$ cat src/hw/rtl/bb3_pkg.sv
// Shared types and constants of the 3x3 box blur stream.
package bb3_pkg;

    localparam int DEF_MAX_LINE  = 1024;
    localparam int PIX_W         = 8;
    localparam int RGB_W         = 3 * PIX_W;
    localparam int LINE_W        = 2 * RGB_W;
    localparam int ROW_W         = 12;
    localparam int FW_W          = 11;
    localparam int FH_W          = 12;
    localparam int SUM_W         = 12;
    localparam int N_W           = 4;
    localparam int WIN           = 3;
    localparam int NSLOT         = 4;
    localparam int APB_W         = 32;
    localparam int PADDR_W       = 3;
    localparam int REG_IDX_BIT   = 2;

    localparam logic [FW_W-1:0] WIDTH_RESET  = FW_W'(640);
    localparam logic [FH_W-1:0] HEIGHT_RESET = FH_W'(480);

    typedef enum logic {
        REG_WIDTH  = 1'b0,
        REG_HEIGHT = 1'b1
    } t_reg_idx;

    typedef struct packed {
        logic [PIX_W-1:0] red;
        logic [PIX_W-1:0] green;
        logic [PIX_W-1:0] blue;
    } t_rgb;

    typedef struct packed {
        logic [SUM_W-1:0] red;
        logic [SUM_W-1:0] green;
        logic [SUM_W-1:0] blue;
    } t_sums;

    typedef struct packed {
        logic row_ge1;
        logic row_ge2;
        logic col_ge1;
        logic col_ge2;
        logic last_row;
        logic last_col;
    } t_pos;

    typedef struct packed {
        logic run_last;
        logic frame_end;
    } t_tag;

endpackage

$ cat src/hw/rtl/bb3_cfg.sv
// APB register file: frame width and height, effective last column and row.
module bb3_cfg import bb3_pkg::*; #(
    parameter int MAX_LINE = DEF_MAX_LINE,
    localparam int COL_W = $clog2(MAX_LINE)
) (
    input  logic               i_clk,
    input  logic               i_rst_n,
    input  logic               psel,
    input  logic               penable,
    input  logic               pwrite,
    input  logic [PADDR_W-1:0] paddr,
    input  logic [APB_W-1:0]   pwdata,
    output logic [APB_W-1:0]   prdata,
    output logic               o_restart,
    output logic [COL_W-1:0]   o_last_col,
    output logic [ROW_W-1:0]   o_last_row
);

    logic [FW_W-1:0] r_frame_width;
    logic [FH_W-1:0] r_frame_height;
    logic            wr_en;
    t_reg_idx        reg_idx;

    assign wr_en     = psel && penable && pwrite;
    assign reg_idx   = t_reg_idx'(paddr[REG_IDX_BIT]);
    assign o_restart = wr_en;

    always_ff @(posedge i_clk) begin
        if (!i_rst_n) begin
            r_frame_width  <= WIDTH_RESET;
            r_frame_height <= HEIGHT_RESET;
        end else if (wr_en) begin
            unique case (reg_idx)
                REG_WIDTH:  r_frame_width  <= pwdata[FW_W-1:0];
                REG_HEIGHT: r_frame_height <= pwdata[FH_W-1:0];
            endcase
        end
    end

    always_comb begin
        unique case (reg_idx)
            REG_WIDTH:  prdata = APB_W'(r_frame_width);
            REG_HEIGHT: prdata = APB_W'(r_frame_height);
        endcase
    end

    always_comb begin
        priority if (r_frame_width == '0) begin
            o_last_col = '0;
        end else if (32'(r_frame_width) > MAX_LINE) begin
            o_last_col = COL_W'(MAX_LINE - 1);
        end else begin
            o_last_col = COL_W'(r_frame_width - 1'b1);
        end
    end

    assign o_last_row = (r_frame_height == '0) ? '0 : ROW_W'(r_frame_height - 1'b1);

endmodule

$ cat config.mk
export PLATFORM = sky130hd
export DESIGN_NAME = bb3_cfg
export DESIGN_NICKNAME = d
export VERILOG_FILES = /design/src/hw/rtl/bb3_pkg.sv /design/src/hw/rtl/bb3_cfg.sv
export SDC_FILE = /design/constraint.sdc
export NUM_CORES = 1
export LEC_CHECK = 0
export BUFFER_PORTS_ARGS = -buffer_cell sky130_fd_sc_hd__buf_2
export CELL_PAD_IN_SITES_DETAIL_PLACEMENT = 0
export CELL_PAD_IN_SITES_GLOBAL_PLACEMENT = 2
export CORE_UTILIZATION = 25
export CTS_BUF_LIST = sky130_fd_sc_hd__clkbuf_4 sky130_fd_sc_hd__clkbuf_8
export CTS_CLUSTER_SIZE = 25
export DETAILED_ROUTE_END_ITERATION = 6
export GPL_TIMING_DRIVEN = 0
export PLACE_DENSITY = 0.93
export SLEW_MARGIN = 20
export SYNTH_ARGS = -nofsm -noshare
export SYNTH_HDL_FRONTEND = slang
export SYNTH_SLANG_ARGS = --single-unit
$ cat constraint.sdc
create_clock -name i_clk -period 5.56 [get_ports i_clk]
set_clock_uncertainty 0.2 [all_clocks]
set_input_delay 0.834 -clock i_clk [delete_from_list [all_inputs] [get_ports i_clk]]
set_output_delay 0.834 -clock i_clk [all_outputs]
set_load 0.05 [all_outputs]
==> results.py <==
metrics = {
    "synth": {
        "synth_area_um2": 1700,
        "synth.distinct_cells": 39,
        "synth_edf_count": 0,
        "avgSynthCellArea_um2": 7.13,
        "ys.warnings.count": 0,
        "synth_cells": 238,
        "synth_ff_type": "dfxtp_1",
        "async_flop_share_pct": 0,
        "synth-seq-area-share_pct": 27.1,
        "yosys_register_bits": 23,
    },
    "global_route": {
        "gr-total-overflow": 0,
        "antenna_found_initial": 0,
        "grt_pass1_vias": 1546,
        "grt_max_degree": 13,
        "grtUsageTotal_pct": 13.0,
        "grt_pass1_wl_mm": 7.33,
    },
    "placement": {
        "dp_hpwl_mm": 3.75,
        "finalWeightedCongestion": 0.778,
        "numPortBuffers": 51,
        "place_inst": 385,
    },
    "cells_and_area": {
        "final_nets": 356,
        "final_cell_mix": "nand2_1 (60), buf_2 (51), dfxtp_1 (23), buf_4 (20), conb_1 (20)",
        "stdcell_count": 389,
        "layout_commonest_cell": "nand2_1",
        "drive_above_1_share_pct": 28.2,
        "n_antenna_cell": 0,
        "syn_to_final_growth_pct": 27.8,
        "nFillCells": 710,
    },
    "worst_setup_path": {
        "worstRegToRegCells": 3,
        "reg2reg_to": "r_frame_width[10]$_SDFFE_PN0P_",
        "reg2reg_setup_slack_ns": 4.28,
        "path_max_fanout": 6,
        "crit_arrival_ns": 2.40,
        "end_kind": "output port",
        "startpoint_type": "flop",
        "critical_path_class": "reg -> out",
        "required_ns": 4.53,
        "reg2reg_from": "r_frame_width[10]$_SDFFE_PN0P_",
    },
    "run": {
        "drv_cap": 0,
    },
    "status": {
        "status": "finished with violations",
        "violations": "DRC",
    },
    "timing": {
        "tightest_slew_ns": 0.717,
        "fin_crit_sh_pct": 61.7,
        "max_freq_mhz": 291,
        "period_minus_slack_ns": 3.43,
        "tns_ns": 0,
        "maxSlewHeadroom_pct": 51.8,
        "slew_violations": 0,
        "setup_violations": 0,
        "rsz0062_at_grt": "false",
        "hold_violations": 0,
    },
    "detailed_routing": {
        "antenna_left": 0,
        "vias": 1740,
        "routed_via_density": 4.47,
        "drt_iter0_drc": 101,
        "drc_errors": 4,
        "wl_mm": 4.70,
        "wl_per_cell_um": 12.1,
        "drt_pass1_iterations": 6,
    },
    "min_path": {
        "hold_end": "r_frame_height[11]$_SDFFE_PN0P_",
        "min_from": "r_frame_height[11]$_SDFFE_PN0P_",
        "whs_path_depth": 2,
        "hold_path.class": "reg -> reg",
    },
    "cts": {
        "cts_sinks": 23,
        "clkTransAtPathRegs_ns": 0.08,
        "cts_resized": 0,
        "clk_latency_ns": 0.26,
        "cts_buffer_depth": 2,
        "cts_tree": "done",
        "cts_made_buffers": 3,
        "h-tree-depth": 1,
        "ctsHoldBuffers": 0,
        "clock-root-buffer": "clkbuf_8",
        "cts_setup_buffers": 0,
    },
    "floorplan": {
        "die_w_um": 84.4,
        "die_h_um": 84.4,
        "floorplan.initialDensity_pct": 26.3,
        "pin_count": 95,
        "core.rowCount": 29,
        "die_area_um2": 7120,
        "core_um2": 6460,
    },
    "power_and_ir_drop": {
        "p_comb_share_pct": 36.9,
        "seqPwrFrac_pct": 38.9,
        "switching_share_pct": 39.9,
        "leakage_nw": 1.00,
        "p_clk_share_pct": 24.3,
        "power_density_nw_per_um2": 207,
        "irDropWorstVdd_mv": 0.105,
        "internal-power_mw": 0.270,
        "p_sw_mw": 0.179,
    },
}
sequential cells by signal, indices dropped and copies added (netlist names):
register and cells:
r_frame_width 11, r_frame_height 12
kinds of logic after synthesis:
family	synth area share [%]
XOR/XNOR	4.13
multiplexers	5.97
AO/OA/AOI/OAI	16.6
flip-flops	27.1
buffers and inverters	13.1
adder cells (fa/ha/maj)	2.21
AND/OR/NAND/NOR	30.7
other	0.221
worst max-delay path, stage by stage (launching register included):
cell      delay, ns
dfxtp_1        0.37
inv_1          0.10
ha_1           0.20
or4b_1         0.44
clkbuf_1       0.18
or4_1          0.51
nand2_1        0.07
buf_2          0.25
cells in the mapped netlist, types with 3 or more instances:
cell type | instances | share of area [%]
xor2_1 | 3 | 1.5
o21ai_0 | 10 | 2.9
buf_4 | 20 | 8.8
and3_1 | 3 | 1.1
nor2_1 | 18 | 4.0
a21boi_0 | 17 | 7.5
nor3_1 | 8 | 2.4
a21oi_1 | 5 | 1.5
inv_1 | 7 | 1.5
and2_1 | 3 | 1.1
xnor2_1 | 5 | 2.6
ha_1 | 3 | 2.2
dfxtp_1 | 23 | 27
mux2_2 | 9 | 6.0
nand3_1 | 7 | 2.1
clkbuf_1 | 12 | 2.7
nand2_1 | 60 | 13
metal layers:
layer	wire length, um	global-route usage, %	up-vias
li1	-	-	911
met2	2070	21.9	56
met5	0	0	-
met1	2280	17.0	769
met4	30	2.31	0
met3	318	3.34	4
area by class of cell:
| type | instances | area (um2) | share of cell area (%) |
|---|---|---|---|
| plain buffers | 32 | 195 | 9.00 |
| flip-flops and latches | 23 | 460 | 21.2 |
| well taps | 77 | 96.3 | 4.44 |
| multi-input cells | 195 | 1090 | 50.1 |
| inverters | 7 | 26.3 | 1.21 |
| repair buffers | 51 | 255 | 11.8 |
| clock buffers | 4 | 48.8 | 2.25 |
through the flow:
stage | hold slack [ns] | power, mW | instance area, um2 | util (%) | worst slack (ns)
floorplan | 0.273 | 0.312 | 1770 | - | 2.14
global placement | 0.299 | 0.344 | 2120 | 32.8 | 2.29
detailed placement | 0.309 | 0.344 | 2120 | 32.8 | 2.27
CTS | 0.321 | 0.454 | 2170 | 33.6 | 2.12
global route | 0.362 | 0.475 | 2170 | 33.6 | 1.94
finish | 0.319 | 0.449 | 2170 | 33.6 | 2.13
worst max path at each step:
stage	cells after the start	slack (ns)	from	end
6_report	7	2.13	r_frame_height[0]$_SDFFE_PN0P_	o_last_row[10]
5_1_grt	6	1.94	r_frame_width[5]$_SDFFE_PN0P_	o_last_col[5]
4_1_cts	7	2.12	r_frame_height[0]$_SDFFE_PN0P_	o_last_row[10]
3_5_place_dp	4	2.27	paddr[2]	prdata[8]
3_3_place_gp	4	2.29	paddr[2]	prdata[8]
2_1_floorplan	5	2.14	r_frame_height[0]$_SDFFE_PN0P_	o_last_row[8]
power by group through the flow:
stage	clock (mW)	sequential [mW]	combinational [mW]
5_1_grt	0.124	0.176	0.176
4_1_cts	0.113	0.175	0.166
2_1_floorplan	0	0.177	0.135
6_report	0.109	0.175	0.166
3_5_place_dp	0	0.179	0.166
3_3_place_gp	0	0.179	0.165
Power figures use the tool's default switching activity.
