--- src/hw/rtl/bb3_pkg.sv ---
// Shared types and constants of the 3x3 box blur stream.
package bb3_pkg;

    localparam int DEF_MAX_LINE  = 1024;
    localparam int PIX_W         = 8;
    localparam int RGB_W         = 3 * PIX_W;
    localparam int LINE_W        = 2 * RGB_W;
    localparam int ROW_W         = 12;
    localparam int FW_W          = 11;
    localparam int FH_W          = 12;
    localparam int SUM_W         = 12;
    localparam int N_W           = 4;
    localparam int WIN           = 3;
    localparam int NSLOT         = 4;
    localparam int APB_W         = 32;
    localparam int PADDR_W       = 3;
    localparam int REG_IDX_BIT   = 2;

    localparam logic [FW_W-1:0] WIDTH_RESET  = FW_W'(640);
    localparam logic [FH_W-1:0] HEIGHT_RESET = FH_W'(480);

    typedef enum logic {
        REG_WIDTH  = 1'b0,
        REG_HEIGHT = 1'b1
    } t_reg_idx;

    typedef struct packed {
        logic [PIX_W-1:0] red;
        logic [PIX_W-1:0] green;
        logic [PIX_W-1:0] blue;
    } t_rgb;

    typedef struct packed {
        logic [SUM_W-1:0] red;
        logic [SUM_W-1:0] green;
        logic [SUM_W-1:0] blue;
    } t_sums;

    typedef struct packed {
        logic row_ge1;
        logic row_ge2;
        logic col_ge1;
        logic col_ge2;
        logic last_row;
        logic last_col;
    } t_pos;

    typedef struct packed {
        logic run_last;
        logic frame_end;
    } t_tag;

endpackage

--- src/hw/rtl/bb3_win.sv ---
// 3x3 window registers, result sequencer and masked neighborhood sums.
module bb3_win import bb3_pkg::*; #(
    parameter int MAX_LINE = DEF_MAX_LINE,
    localparam int COL_W = $clog2(MAX_LINE)
) (
    input  logic             i_clk,
    input  logic             i_rst_n,
    input  logic             i_valid,
    output logic             o_take,
    input  t_rgb             i_px,
    input  t_rgb             i_above2,
    input  t_rgb             i_above1,
    input  logic [ROW_W-1:0] i_row,
    input  logic [COL_W-1:0] i_col,
    input  t_pos             i_pos,
    input  logic             i_ready,
    output logic             o_valid,
    output t_sums            o_sums,
    output logic [N_W-1:0]   o_cnt,
    output logic [ROW_W-1:0] o_row,
    output logic [COL_W-1:0] o_col,
    output t_tag             o_tag
);

    // upper row left/center, lower row left/center
    typedef enum logic [1:0] {
        SLOT_UL = 2'd0,
        SLOT_UC = 2'd1,
        SLOT_LL = 2'd2,
        SLOT_LC = 2'd3
    } t_slot;

    t_rgb             r_win [WIN][WIN];
    logic [ROW_W-1:0] r_row;
    logic [COL_W-1:0] r_col;
    t_pos             r_pos;
    logic [NSLOT-1:0] r_pend;
    logic             r_sv;
    t_sums            r_sums;
    logic [N_W-1:0]   r_cnt;
    logic [ROW_W-1:0] r_orow;
    logic [COL_W-1:0] r_ocol;
    t_tag             r_tag;

    t_slot            sel;
    logic             sum_load, issue, win_free, up, left;
    logic [NSLOT-1:0] pend_rest, new_pend;
    logic [WIN-1:0]   rmask, cmask;
    t_sums            n_sums;
    logic [N_W-1:0]   n_cnt;
    t_tag             n_tag;

    always_comb begin
        priority if (r_pend[SLOT_UL]) sel = SLOT_UL;
        else if (r_pend[SLOT_UC])     sel = SLOT_UC;
        else if (r_pend[SLOT_LL])     sel = SLOT_LL;
        else                          sel = SLOT_LC;
    end

    assign sum_load  = !r_sv || i_ready;
    assign issue     = (r_pend != '0) && sum_load;
    assign pend_rest = r_pend & ~(NSLOT'(1) << sel);
    assign win_free  = (r_pend == '0) || (issue && (pend_rest == '0));
    assign o_take    = i_valid && win_free;

    assign new_pend[SLOT_UL] = i_pos.row_ge1  && i_pos.col_ge1;
    assign new_pend[SLOT_UC] = i_pos.row_ge1  && i_pos.last_col;
    assign new_pend[SLOT_LL] = i_pos.last_row && i_pos.col_ge1;
    assign new_pend[SLOT_LC] = i_pos.last_row && i_pos.last_col;

    assign up   = (sel == SLOT_UL) || (sel == SLOT_UC);
    assign left = (sel == SLOT_UL) || (sel == SLOT_LL);

    // window row 0 is two rows up, column 0 is two columns back
    always_comb begin
        rmask = up   ? {1'b1, 1'b1, r_pos.row_ge2} : {1'b1, r_pos.row_ge1, 1'b0};
        cmask = left ? {1'b1, 1'b1, r_pos.col_ge2} : {1'b1, r_pos.col_ge1, 1'b0};
        n_sums = '0;
        for (int i = 0; i < WIN; i++) begin
            for (int j = 0; j < WIN; j++) begin
                if (rmask[i] && cmask[j]) begin
                    n_sums.red   += SUM_W'(r_win[i][j].red);
                    n_sums.green += SUM_W'(r_win[i][j].green);
                    n_sums.blue  += SUM_W'(r_win[i][j].blue);
                end
            end
        end
        n_cnt = N_W'($countones(rmask)) * N_W'($countones(cmask));
        n_tag.run_last  = (pend_rest == '0);
        n_tag.frame_end = (pend_rest == '0) && r_pos.last_row && r_pos.last_col;
    end

    always_ff @(posedge i_clk) begin
        if (!i_rst_n) begin
            r_pend <= '0;
            r_sv   <= 1'b0;
        end else begin
            if (o_take) begin
                r_pend <= new_pend;
            end else if (issue) begin
                r_pend <= pend_rest;
            end
            if (issue) begin
                r_sv <= 1'b1;
            end else if (i_ready) begin
                r_sv <= 1'b0;
            end
        end
    end

    always_ff @(posedge i_clk) begin
        if (o_take) begin
            for (int i = 0; i < WIN; i++) begin
                r_win[i][0] <= r_win[i][1];
                r_win[i][1] <= r_win[i][2];
            end
            r_win[0][2] <= i_above2;
            r_win[1][2] <= i_above1;
            r_win[2][2] <= i_px;
            r_row       <= i_row;
            r_col       <= i_col;
            r_pos       <= i_pos;
        end
        if (issue) begin
            r_sums <= n_sums;
            r_cnt  <= n_cnt;
            r_orow <= up ? r_row - 1'b1 : r_row;
            r_ocol <= left ? r_col - 1'b1 : r_col;
            r_tag  <= n_tag;
        end
    end

    assign o_valid = r_sv;
    assign o_sums  = r_sums;
    assign o_cnt   = r_cnt;
    assign o_row   = r_orow;
    assign o_col   = r_ocol;
    assign o_tag   = r_tag;

endmodule

--- config.mk ---
export PLATFORM = sky130hd
export DESIGN_NAME = bb3_win
export DESIGN_NICKNAME = d
export VERILOG_FILES = /design/src/hw/rtl/bb3_pkg.sv /design/src/hw/rtl/bb3_win.sv
export SDC_FILE = /design/constraint.sdc
export NUM_CORES = 1
export LEC_CHECK = 0
export BUFFER_PORTS_ARGS = -buffer_cell sky130_fd_sc_hd__buf_2
export CORE_ASPECT_RATIO = 0.6
export CORE_UTILIZATION = 34
export DETAILED_ROUTE_END_ITERATION = 10
export GPL_ROUTABILITY_DRIVEN = 0
export PLACE_DENSITY_LB_ADDON = 0.3
export SYNTH_ARGS = -nofsm -noshare
export SYNTH_HDL_FRONTEND = slang
export SYNTH_SLANG_ARGS = --single-unit
export TNS_END_PERCENT = 30
--- constraint.sdc ---
create_clock -name i_clk -period 25.9 [get_ports i_clk]
set_input_delay 1.295 -clock i_clk [delete_from_list [all_inputs] [get_ports i_clk]]
set_output_delay 1.295 -clock i_clk [all_outputs]
set_load 0.005 [all_outputs]
==> impl_metrics.tcl <==
set metrics [dict create \
    coreArea_um2 59100 \
    synthCells 1904 \
    power_mw 1.45 \
    routed_wirelength_um 47100 \
    final_max_slew_viol_count 0 \
    grt_pass1_wl_um 76800 \
    synthFlopType "edfxtp_1" \
    placed_area_um2 22200 \
    start_kind "flip-flop" \
    fin_crit_ns 10.12 \
    rrSetupSlack_ns 15.78 \
    wl_per_cell_um 16.3 \
    synth_top_area_share_pct 45.5 \
    drive_gt1_share_pct 13.0 \
    grt_usage_pct 15.5 \
    ys_ff_latch 313 \
    clock_path_buffers 3 \
    overflow 0 \
    cts_tree "built" \
    async_flop_share_pct 0 \
    critPathSlowestCell "dfxtp_1" \
    final_cell_area_um2 23200 \
    synth_edf_count 308 \
    die_area_um2 60800 \
    antenna_found_initial 4 \
    seq_area_frac_synth_pct 46.0 \
    dp_slack_ns 15.83 \
    tightest_slew_ns 1.12 \
    max_stage_delay_ns 0.74 \
    syn_area_per_cell_um2 10.7 \
    root_buffer "clkbuf_16" \
    vias 14800 \
    synth_commonest_cells "308 x edfxtp_1, 194 x ha_1, 165 x nor2_1" \
    fin_ws_ns 15.78 \
    cp.arrival_ns 10.46 \
    placed_cells 2833 \
    synth_most_common_cell "edfxtp_1" \
    die_x_um 318 \
    die_h_um 191 \
    syn_nets 2226 \
    hold_viol_final 0 \
    synth_top_area_cell "edfxtp_1" \
    start_util_pct 34.4 \
    ios 170 \
    insertion_delay_ns 0.62 \
    numClockSinks 313 \
    holdBufCountCts 0 \
    skew_ns 0.0228 \
    post_cts_resize_count 0 \
    post_cts_buffers 0 \
    rsz0062_at_grt "no" \
    power.leakage_nw 9.64 \
    fmax_mhz 98.8 \
    finalSetupTns_ns 0 \
    htree_levels 1 \
    cp_common_cell "ha_1" \
    grt_max_degree 76 \
    relSlewSlack_pct 23.7 \
    synthesis.area_um2 20300 \
    vdd_drop_max_mv 0.0554 \
    power_density_nw_per_um2 62.6 \
    area_growth_pct 14.1 \
    status "complete, no violations" \
    drt_iter0_drc 934 \
    cts_buffers 31 \
    crit_path_end_kind "flip-flop" \
    worst-path-max-fanout 27 \
    ys_types 87 \
    vias_per_cell 5.12 \
    clk_pin_slew_ns 0.07 \
    synth.area.top_cells "edfxtp_1 45%, ha_1 12%, xnor2_1 4.1%" \
    drc 0 \
    dp_hpwl_um 35700 \
    holdWs_ns 0.458 \
    ys_warn_count 0 \
    finalNetCount 2407 \
    critPathRequiredTime_ns 26.24 \
    finalCritPeriodShare_pct 39.1 \
    path_class "flip-flop to flip-flop" \
    setup_viol 0 \
    maxCapViolations 0 \
    rows 69 \
    final_core_util_pct 39.2 \
    final_cells 2890 \
    grt_pass1_vias 15000 \
    final_antenna_net_count 0 \
    holdCritPathClass "flip-flop to flip-flop" \
    portBuffers 169 \
    drtPass1Iterations 6 \
]
## area by class of cell
type | instances | area (um2)
inverter | 117 | 439
timing repair buffer | 187 | 981
sequential | 313 | 9350
tap | 781 | 977
clock inverter | 13 | 138
clock buffer | 43 | 913
fill | 5735 | 35900
antenna | 1 | 2.50
multi-input combinational | 1435 | 10400
## critical path, delay by kind of cell, from the launching register on
kind / cells / cell delay (ns)
adder cells (fa/ha/maj): 9 / 2.66
AO/OA/AOI/OAI: 18 / 3.39
XOR/XNOR: 4 / 0.63
AND/OR/NAND/NOR: 9 / 2.09
flip-flops: 1 / 0.74
buffers and inverters: 2 / 0.33
## placed cells by master (no fill, tap or decap), drive strengths merged, types with 65 or more instances in the layout
cell type,synthesis,layout
buf,6,187
xnor2,98,98
a21o,65,65
inv,117,119
o21ai,111,111
a21oi,124,124
ha,194,194
nand2,150,150
nor2,165,165
edfxtp,308,308
## flip-flops by register name, indices dropped and copies added, names as in the netlist
register  count
o_tag         2
o_valid       1
r_row        12
r_pend        4
r_win       216
o_sums       36
o_col        10
r_pos         6
o_row        12
r_col        10
o_cnt         4
## where the power goes
part | internal [mW] | switching (mW) | leakage [nW]
sequential | 0.612 | 0.0192 | 3.04
clock | 0.267 | 0.206 | 0.508
combinational | 0.154 | 0.197 | 6.09
total | 1.03 | 0.422 | 9.64
## cells by family (layout without fill, tap and decap cells)
kind of cell             count (synthesis)  after routing  share of synthesized area [%]
buffers and inverters                  156            360                           2.93
flip-flops                             313            313                           46.0
adder cells (fa/ha/maj)                221            221                           14.5
multiplexers                             7              7                          0.431
AO/OA/AOI/OAI                          504            504                           16.3
other                                    0              1                              0
XOR/XNOR                               160            160                           7.23
AND/OR/NAND/NOR                        543            543                           12.6
## path summary, 6_finish.rpt
check | cells past startpoint | to | startpoint
setup / recovery | 42 | o_sums[22]$_DFFE_PP_ | r_pend[0]$_SDFFE_PN0P_
hold / removal | 0 | r_win[0][71]$_DFFE_PP_ | r_win[0][47]$_DFFE_PP_
setup reg to reg | 42 | o_sums[22]$_DFFE_PP_ | r_pend[0]$_SDFFE_PN0P_
hold reg to reg | 0 | r_win[0][71]$_DFFE_PP_ | r_win[0][47]$_DFFE_PP_
## metal layers
| layer | part of all wire [%] | global-route usage (%) |
|---|---|---|
| met1 | 49 | 21.4 |
| met2 | 44 | 25.2 |
| met3 | 5.8 | 3.27 |
| met4 | 1.8 | 3.10 |
| met5 | 0.028 | 0 |
Note: power is estimated with default switching activity, not from simulation.
