`config.mk`:
```
export PLATFORM = sky130hd
export DESIGN_NAME = bb3_div
export DESIGN_NICKNAME = d
export VERILOG_FILES = /design/src/hw/rtl/bb3_pkg.sv /design/src/hw/rtl/bb3_div.sv
export SDC_FILE = /design/constraint.sdc
export NUM_CORES = 1
export LEC_CHECK = 0
export BUFFER_PORTS_ARGS = -buffer_cell sky130_fd_sc_hd__clkbuf_2
export CORE_UTILIZATION = 50
export DETAILED_ROUTE_END_ITERATION = 8
export PLACE_DENSITY = 0.64
export SYNTH_ARGS = -nofsm -noshare
export SYNTH_HDL_FRONTEND = slang
export SYNTH_SLANG_ARGS = --single-unit
export TNS_END_PERCENT = 5
```
`constraint.sdc`:
```
create_clock -name i_clk -period 8.6 [get_ports i_clk]
set_clock_uncertainty 0.2 [all_clocks]
set_input_delay 1.72 -clock i_clk [delete_from_list [all_inputs] [get_ports i_clk]]
set_output_delay 1.72 -clock i_clk [all_outputs]
set_load 0.02 [all_outputs]
```
`src/hw/rtl/bb3_pkg.sv`:
```
// Shared types and constants of the 3x3 box blur stream.
package bb3_pkg;

    localparam int DEF_MAX_LINE  = 1024;
    localparam int PIX_W         = 8;
    localparam int RGB_W         = 3 * PIX_W;
    localparam int LINE_W        = 2 * RGB_W;
    localparam int ROW_W         = 12;
    localparam int FW_W          = 11;
    localparam int FH_W          = 12;
    localparam int SUM_W         = 12;
    localparam int N_W           = 4;
    localparam int WIN           = 3;
    localparam int NSLOT         = 4;
    localparam int APB_W         = 32;
    localparam int PADDR_W       = 3;
    localparam int REG_IDX_BIT   = 2;

    localparam logic [FW_W-1:0] WIDTH_RESET  = FW_W'(640);
    localparam logic [FH_W-1:0] HEIGHT_RESET = FH_W'(480);

    typedef enum logic {
        REG_WIDTH  = 1'b0,
        REG_HEIGHT = 1'b1
    } t_reg_idx;

    typedef struct packed {
        logic [PIX_W-1:0] red;
        logic [PIX_W-1:0] green;
        logic [PIX_W-1:0] blue;
    } t_rgb;

    typedef struct packed {
        logic [SUM_W-1:0] red;
        logic [SUM_W-1:0] green;
        logic [SUM_W-1:0] blue;
    } t_sums;

    typedef struct packed {
        logic row_ge1;
        logic row_ge2;
        logic col_ge1;
        logic col_ge2;
        logic last_row;
        logic last_col;
    } t_pos;

    typedef struct packed {
        logic run_last;
        logic frame_end;
    } t_tag;

endpackage

```
`src/hw/rtl/bb3_div.sv`:
```
// Rounded mean by reciprocal multiply, and the result output register.
module bb3_div import bb3_pkg::*; #(
    parameter int MAX_LINE = DEF_MAX_LINE,
    localparam int COL_W = $clog2(MAX_LINE)
) (
    input  logic             i_clk,
    input  logic             i_rst_n,
    input  logic             i_valid,
    output logic             o_ready,
    input  t_sums            i_sums,
    input  logic [N_W-1:0]   i_cnt,
    input  logic [ROW_W-1:0] i_row,
    input  logic [COL_W-1:0] i_col,
    input  t_tag             i_tag,
    input  logic             i_ready,
    output logic             o_valid,
    output logic [ROW_W-1:0] o_row,
    output logic [COL_W-1:0] o_col,
    output logic [PIX_W-1:0] o_red,
    output logic [PIX_W-1:0] o_green,
    output logic [PIX_W-1:0] o_blue,
    output logic             o_run_last,
    output logic             o_frame_end
);

    localparam int RECIP_SHIFT = 17;
    localparam int RECIP_W     = 17;
    localparam int X_W         = SUM_W + 1;
    localparam int PROD_W      = X_W + RECIP_W;

    // ceil(2^17 / (2n)); exact for every numerator 2*sum+n this block forms
    function automatic logic [RECIP_W-1:0] recip(input logic [N_W-1:0] cnt);
        logic [RECIP_W-1:0] m;
        unique case (cnt)
            N_W'(1):  m = RECIP_W'(65536);
            N_W'(2):  m = RECIP_W'(32768);
            N_W'(3):  m = RECIP_W'(21846);
            N_W'(4):  m = RECIP_W'(16384);
            N_W'(6):  m = RECIP_W'(10923);
            N_W'(9):  m = RECIP_W'(7282);
            default:  m = '0;
        endcase
        return m;
    endfunction

    function automatic logic [PIX_W-1:0] round_mean(input logic [SUM_W-1:0] sum,
                                                    input logic [RECIP_W-1:0] m,
                                                    input logic [N_W-1:0] cnt);
        logic [X_W-1:0]    x;
        logic [PROD_W-1:0] prod;
        x    = {sum, 1'b0} + X_W'(cnt);
        prod = PROD_W'(x) * PROD_W'(m);
        return prod[RECIP_SHIFT +: PIX_W];
    endfunction

    logic               r_ov;
    logic               load;
    logic [RECIP_W-1:0] m;

    assign o_ready = !r_ov || i_ready;
    assign load    = i_valid && o_ready;
    assign m       = recip(i_cnt);

    always_ff @(posedge i_clk) begin
        if (!i_rst_n) begin
            r_ov <= 1'b0;
        end else if (load) begin
            r_ov <= 1'b1;
        end else if (i_ready) begin
            r_ov <= 1'b0;
        end
    end

    always_ff @(posedge i_clk) begin
        if (load) begin
            o_row       <= i_row;
            o_col       <= i_col;
            o_red       <= round_mean(i_sums.red, m, i_cnt);
            o_green     <= round_mean(i_sums.green, m, i_cnt);
            o_blue      <= round_mean(i_sums.blue, m, i_cnt);
            o_run_last  <= i_tag.run_last;
            o_frame_end <= i_tag.frame_end;
        end
    end

    assign o_valid = r_ov;

endmodule

```
==> results.toml, run 1 <==
[critical_path]
cp_top_family = "adder cells"
arrival_ns = 8.18
cp_common_cell = "fa_1"
endpoint_kind = "flop"
required_ns = 8.47
crit_chain = "clkbuf_2 > ha_1 > a21oi_1 > and2_1 > nor2_1 > xor2_1 > nand2_1 > fa_1 > inv_1 > fa_1 > fa_1 > fa_1 > inv_1 > fa_1 > inv_1 > ha_1 > a211oi_1 > o21bai_1 > a32oi_1 > o21ai_0 > a21oi_1 > xnor2_1"
cp_max_fo = 9
crit_path_start_kind = "input port"
r2r-start = "o_valid"
cpPeakStageDelay_ns = 0.55
reg2reg_slack_ns = 6.88
crit_buf_inv = 4
r2r-end = "o_green[7]"
slowest_stage = "xor2_1"
r2r_cells = 3
path_class = "in2reg"
crit_cells = 22

[die]
die_area_sq_mm = 0.03532
fp-row-count = 67
core-area_sq_mm = 0.03378
ios = 118
die_w_microns = 187.9
initial_core_util_pct = 51.17
die_y_microns = 187.9

[pwr]
power_switching_share_pct = 48.25
ir_drop_mv = 0.09043
seq_power_share_pct = 18.6
internal_power_mw = 0.9157
leakagePower_nw = 10.56
netSwitchingPower_mw = 0.8540
cellPowerDensity_mw_per_mm2 = 94.14
total_power_mw = 1.770
comb_power_share_pct = 69.5
pwr-share-clk_pct = 11.8

[timing]
finalSetupViolCount = 0
relSlewSlack_pct = 51.10
worst_slew_pin_slew_ns = 0.7307
clock.fmax_mhz = 120.2
min_period_ns = 8.319
drv_slew = 0
finalHoldViolations = 0
final.period_utilization_pct = 96.74
rsz0062_at_grt = "no"

[cts]
cts_sinks = 49
htreeDepth = 2
cts.clk_slew.worst_paths_ns = 0.08
cts_hold_buf = 0
cts_made_buffers = 5
clk-insertion-delay-late_ns = 0.32
cts-root-buf = "clkbuf_16"
clock_path_buffers = 2
cts_tree = "done"
cts_setup_buffers = 0

[synthesis]
syn-cell-area_sq_mm = 0.01729
yosysWarnings = 0
async_flop_share_pct = 0
synth-seq-cells = 49
synth_top_cell_by_area = "fa_1"
synth-edff-count = 48
synthCells = 1805
avgSynthCellArea_sq_um = 9.578
ys_seq_area_share_pct = 8.453
synth.distinct_cells = 57
netlist.area_leader.share_pct = 48.29
ys_top_cells_by_area = "fa_1, inv_1, ha_1, edfxtp_1, nand2_1"
synth_flop_cell = "edfxtp_1"

[layout]
fill_cells = 3129
area_growth_pct = 8.735
fin_cells = 2397
multi_input_area_sq_mm = 0.01355
seq_area_sq_mm = 0.001461
n_antenna_cell = 0
fin_nets = 2595
layout-drive-gt1-share_pct = 9.492

[worst_hold_path]
holdPathEnd = "o_valid"
holdPathStages = 2
hp-start = "o_valid"
hp-class = "reg2reg"

[grt]
grt_max_degree = 49
grt_usage_pct = 26.97
grt_pass1_wl_microns = 71930
grt_pass1_vias = 13250
overflow = 0
grt_antenna_before_repair = 1

[job]
maxCapViolCount = 0

[outcome]
run_status = "finished clean"

[detailed_routing]
wl_microns = 43660
ant_nets = 0
routedWlPerCell_microns = 18.21
top_layer = "met5"
vias_per_cell = 4.986
via_count = 11950
wl_met1_microns = 19650
wl_met2_microns = 20590
route.detailed.drc = 0
drtIter0Drc = 795
firstDrtPassIters = 6
wl_met3_microns = 2623

[placed_design]
portBuffers = 117
hpwl_microns = 39460
dp.cells = 2389
place.gp.congestion = 0.9495
layout by cell type (no fill, tap or decap), types with 27 or more instances in the layout:
| master | count |
|---|---|
| inv_1 | 591 |
| fa_1 | 417 |
| nand2_1 | 185 |
| ha_1 | 162 |
| clkbuf_2 | 117 |
| nor2_1 | 100 |
| xnor2_1 | 64 |
| edfxtp_1 | 48 |
| xor2_1 | 39 |
| buf_4 | 36 |
| a21oi_1 | 27 |
stage by stage:
| stage | utilization, % | hold slack (ns) | setup WS (ns) | TNS (ns) | area, sq um |
|---|---|---|---|---|---|
| 3_3_place_gp | 55.18 | 0.3112 | -0.08411 | -0.08411 | 18640 |
| 4_1_cts | 55.60 | 0.3523 | 0.1892 | 0 | 18780 |
| 6_report | 55.64 | 0.3467 | 0.2807 | 0 | 18800 |
| 5_1_grt | 55.64 | 0.4108 | 0.0007505 | 0 | 18800 |
| 3_5_place_dp | 55.18 | 0.3412 | -0.1277 | -0.1277 | 18640 |
| 2_1_floorplan | - | 0.5496 | 0.9611 | 0 | 17330 |
power groups by stage:
stage          Sequential [mW]  Combinational [mW]  Clock, mW
6_report                 0.330                1.23      0.210
5_1_grt                  0.334                1.43      0.224
4_1_cts                  0.331                1.24      0.220
3_5_place_dp             0.335                1.23          0
3_3_place_gp             0.335                1.20          0
2_1_floorplan            0.387               0.834          0
worst max path at each step:
stage,endpoint,startpoint
final,o_blue[4],i_cnt[3]
after global placement,o_red[7],i_cnt[1]
after detailed placement,o_red[7],i_cnt[1]
after global routing,o_blue[4],i_cnt[3]
after floorplan,o_red[7],i_sums[24]
after CTS,o_red[7],i_cnt[1]
layout make-up:
type / count / share of cell area (%)
clock buffer: 6 / 0.6856
clock inverter: 2 / 0.07987
inverter: 592 / 11.82
multi-input combinational: 1147 / 72.10
sequential: 49 / 7.774
tap: 448 / 2.982
timing repair buffer: 153 / 4.553
sequential cells by signal (all words and copies together), names as in the netlist:
register / cells
o_frame_end: 1
o_run_last: 1
o_green: 8
o_row: 12
o_red: 8
o_col: 10
o_blue: 8
o_valid: 1
Yosys cell counts (6+ instances only):
cell type,n
a211oi_1,6
a21o_1,12
a21oi_1,30
and2_1,14
and3_1,8
clkbuf_1,22
edfxtp_1,48
fa_1,417
ha_1,162
inv_1,591
nand2_1,185
nand2b_1,6
nand3_1,10
nand4_1,6
nor2_1,100
o21ai_0,14
xnor2_1,64
xor2_1,39
what timing repair did:
action                                 CTS  global route
endpoints found under the hold margin    0             0
setup endpoints to repair                0             5
resized for setup                        0             3
per-layer routing:
metal | vias up | global-route usage [%]
met2 | 369 | 44.53
met1 | 6054 | 38.43
met3 | 40 | 3.575
met5 | - | 0
li1 | 5487 | -
met4 | 2 | 4.941
cells by family (layout without fill, tap and decap cells):
| family | Yosys count | in the layout | synth area share (%) |
|---|---|---|---|
| buffers and inverters | 619 | 753 | 13.47 |
| adders and majority gates | 579 | 579 | 60.01 |
| muxes | 2 | 2 | 0.1158 |
| xor gates and xnor gates | 105 | 105 | 5.443 |
| DFF | 49 | 49 | 8.453 |
| other | 2 | 12 | 0.04344 |
| and+or+nand+nor | 353 | 353 | 8.844 |
| AOI/OAI and AO/OA | 96 | 96 | 3.619 |
worst min-delay path, stage by stage, from the launching register on:
cell and delay (ns):
dfxtp_1 0.32, nand2b_1 0.10, a21boi_0 0.08
Power figures use the tool's default switching activity.
==> run 2, diff against run 1 <==
SKIP_CTS_REPAIR_TIMING = 1   (was not set)
SKIP_LAST_GASP = 1   (was not set)
clock period = 10.6 ns   (was 8.6 ns; I/O delays follow)
==> run 2 against run 1 <==
Final area fell by 1.0%; highest routed layer unchanged; cell count decreased by 1.0%; via count decreased by 0.21%; clock-buffer cell count unchanged; combinational power decreased by 20%; clock power fell by 18%; die area unchanged; non-clock buffer count shrank 24; global-route usage fell by 0.17 points; sequential share of layout area up 0.081 points.
==> results.toml, run 2 (synthesis results as in run 1) <==
[outcome]
run_status = "finished clean"

[cts]
clock_path_buffers = 2
cts_sinks = 49
cts_made_buffers = 5
clk-insertion-delay-late_ns = 0.32
cts-root-buf = "clkbuf_16"
cts.clk_slew.worst_paths_ns = 0.07
cts_tree = "done"
htreeDepth = 2

[timing]
tns_ns = 0
rsz0062_at_grt = "no"
relSlewSlack_pct = 38.10
finalHoldViolations = 0
worst_slew_pin_slew_ns = 0.9250
drv_slew = 0
clock.fmax_mhz = 109.3
final.period_utilization_pct = 86.29
min_period_ns = 9.147
finalSetupViolCount = 0

[layout]
multi_input_area_sq_mm = 0.01354
largestRegisters = "o_row x12, o_col x10"
fin_util_pct = 55.07
fin_nets = 2571
seq_area_sq_mm = 0.001461
most-common-layout-cells = "inv_1, fa_1, nand2_1"
largest_reg_flops = 12
postLayoutCellArea_sq_mm = 0.01860
final_common_cell = "inv_1"
top_register = "o_row"
n_antenna_cell = 0
layout-drive-gt1-share_pct = 8.208
fill_cells = 3114
area_growth_pct = 7.614

[critical_path]
endpoint_kind = "flop"
cp_top_family = "adder cells"
crit_buf_inv = 5
required_ns = 10.46
r2r-start = "o_valid"
r2r_cells = 3
reg2reg_slack_ns = 8.91
worstSetupEndpoint = "o_green[7]"
startpoint = "i_cnt[3]"
slowest_stage = "nand2_1"
crit_cells = 21
crit_chain = "clkbuf_2 > nor2_1 > nand3_1 > nand2_1 > buf_4 > nand2_1 > fa_1 > inv_1 > fa_1 > fa_1 > fa_1 > inv_1 > fa_1 > inv_1 > ha_1 > a21o_1 > a221oi_1 > o21ai_0 > a21oi_1 > o221ai_1 > xnor2_1"
arrival_ns = 9.01
crit_path_start_kind = "input port"
cpPeakStageDelay_ns = 0.85
cp_max_fo = 15
cp_common_cell = "fa_1"
r2r-end = "o_green[0]"
path_class = "in2reg"

[grt]
overflow = 0
grt_usage_pct = 26.80
grt_pass1_vias = 13120
grt_max_degree = 49
grt_pass1_wl_microns = 71060
grt_antenna_before_repair = 1

[detailed_routing]
routedWlPerCell_microns = 18.31
wl_microns = 43450
via_count = 11930
drtIter0Drc = 700
vias_per_cell = 5.026
ant_nets = 0
route.detailed.drc = 0
firstDrtPassIters = 5

[die]
ios = 118
initial_core_util_pct = 51.17
die_y_microns = 187.9
fp-row-count = 67
core-area_sq_mm = 0.03378
die_w_microns = 187.9
die_area_sq_mm = 0.03532

[placed_design]
place_area_sq_mm = 0.01846
hpwl_microns = 39030
place.gp.congestion = 0.9919
portBuffers = 117

[pwr]
ir_drop_mv = 0.1136
cellPowerDensity_mw_per_mm2 = 76.67
leakagePower_nw = 10.44

[job]
maxCapViolCount = 0

[worst_hold_path]
hp-class = "reg2reg"
## run 2: worst min path at each step
stage	startpoint	end	slack [ns]	cells after the start
6_report	o_valid	o_valid	0.34	2
5_1_grt	o_valid	o_valid	0.41	2
3_5_place_dp	o_valid	o_valid	0.33	2
4_1_cts	o_valid	o_valid	0.34	2
3_3_place_gp	o_valid	o_valid	0.31	2
2_1_floorplan	o_valid	o_valid	0.55	2
## run 2: tightest hold or removal path: cells and delay by family, from the launching register on
| family | cells | cell delay (ns) |
|---|---|---|
| AOI/OAI and AO/OA | 1 | 0.08 |
| DFF | 1 | 0.32 |
| and+or+nand+nor | 1 | 0.09 |
## run 2: cell type report
type	count	area share, %
tap	448	3.013
multi-input combinational	1147	72.78
inverter	592	11.94
timing repair buffer	129	3.632
clock buffer	6	0.6927
clock inverter	2	0.08070
sequential	49	7.855
## run 2: report_power, final
group | switching, mW | internal [mW]
Sequential | 0.00828 | 0.260
Combinational | 0.600 | 0.386
Clock | 0.0836 | 0.0880
## run 2: routing by layer
layer  GRT usage (%)  vias to the layer above  part of all wire (%)
li1                -                     5434                     -
met1           36.75                     5982                    44
met2           43.30                      436                    46
met3           4.941                       73                   6.8
met4           8.255                        2                   3.0
met5               0                        -                 0.032
## run 2: per-stage QoR
stage / setup slack, ns / instances / total power, mW / hold WS (ns)
2_1_floorplan: 2.561 / 1815 / 0.9906 / 0.5496
3_3_place_gp: 1.368 / 2365 / 1.239 / 0.3108
3_5_place_dp: 1.172 / 2365 / 1.263 / 0.3303
4_1_cts: 1.507 / 2373 / 1.447 / 0.3413
5_1_grt: 1.117 / 2373 / 1.598 / 0.4054
6_report: 1.453 / 2373 / 1.426 / 0.3353
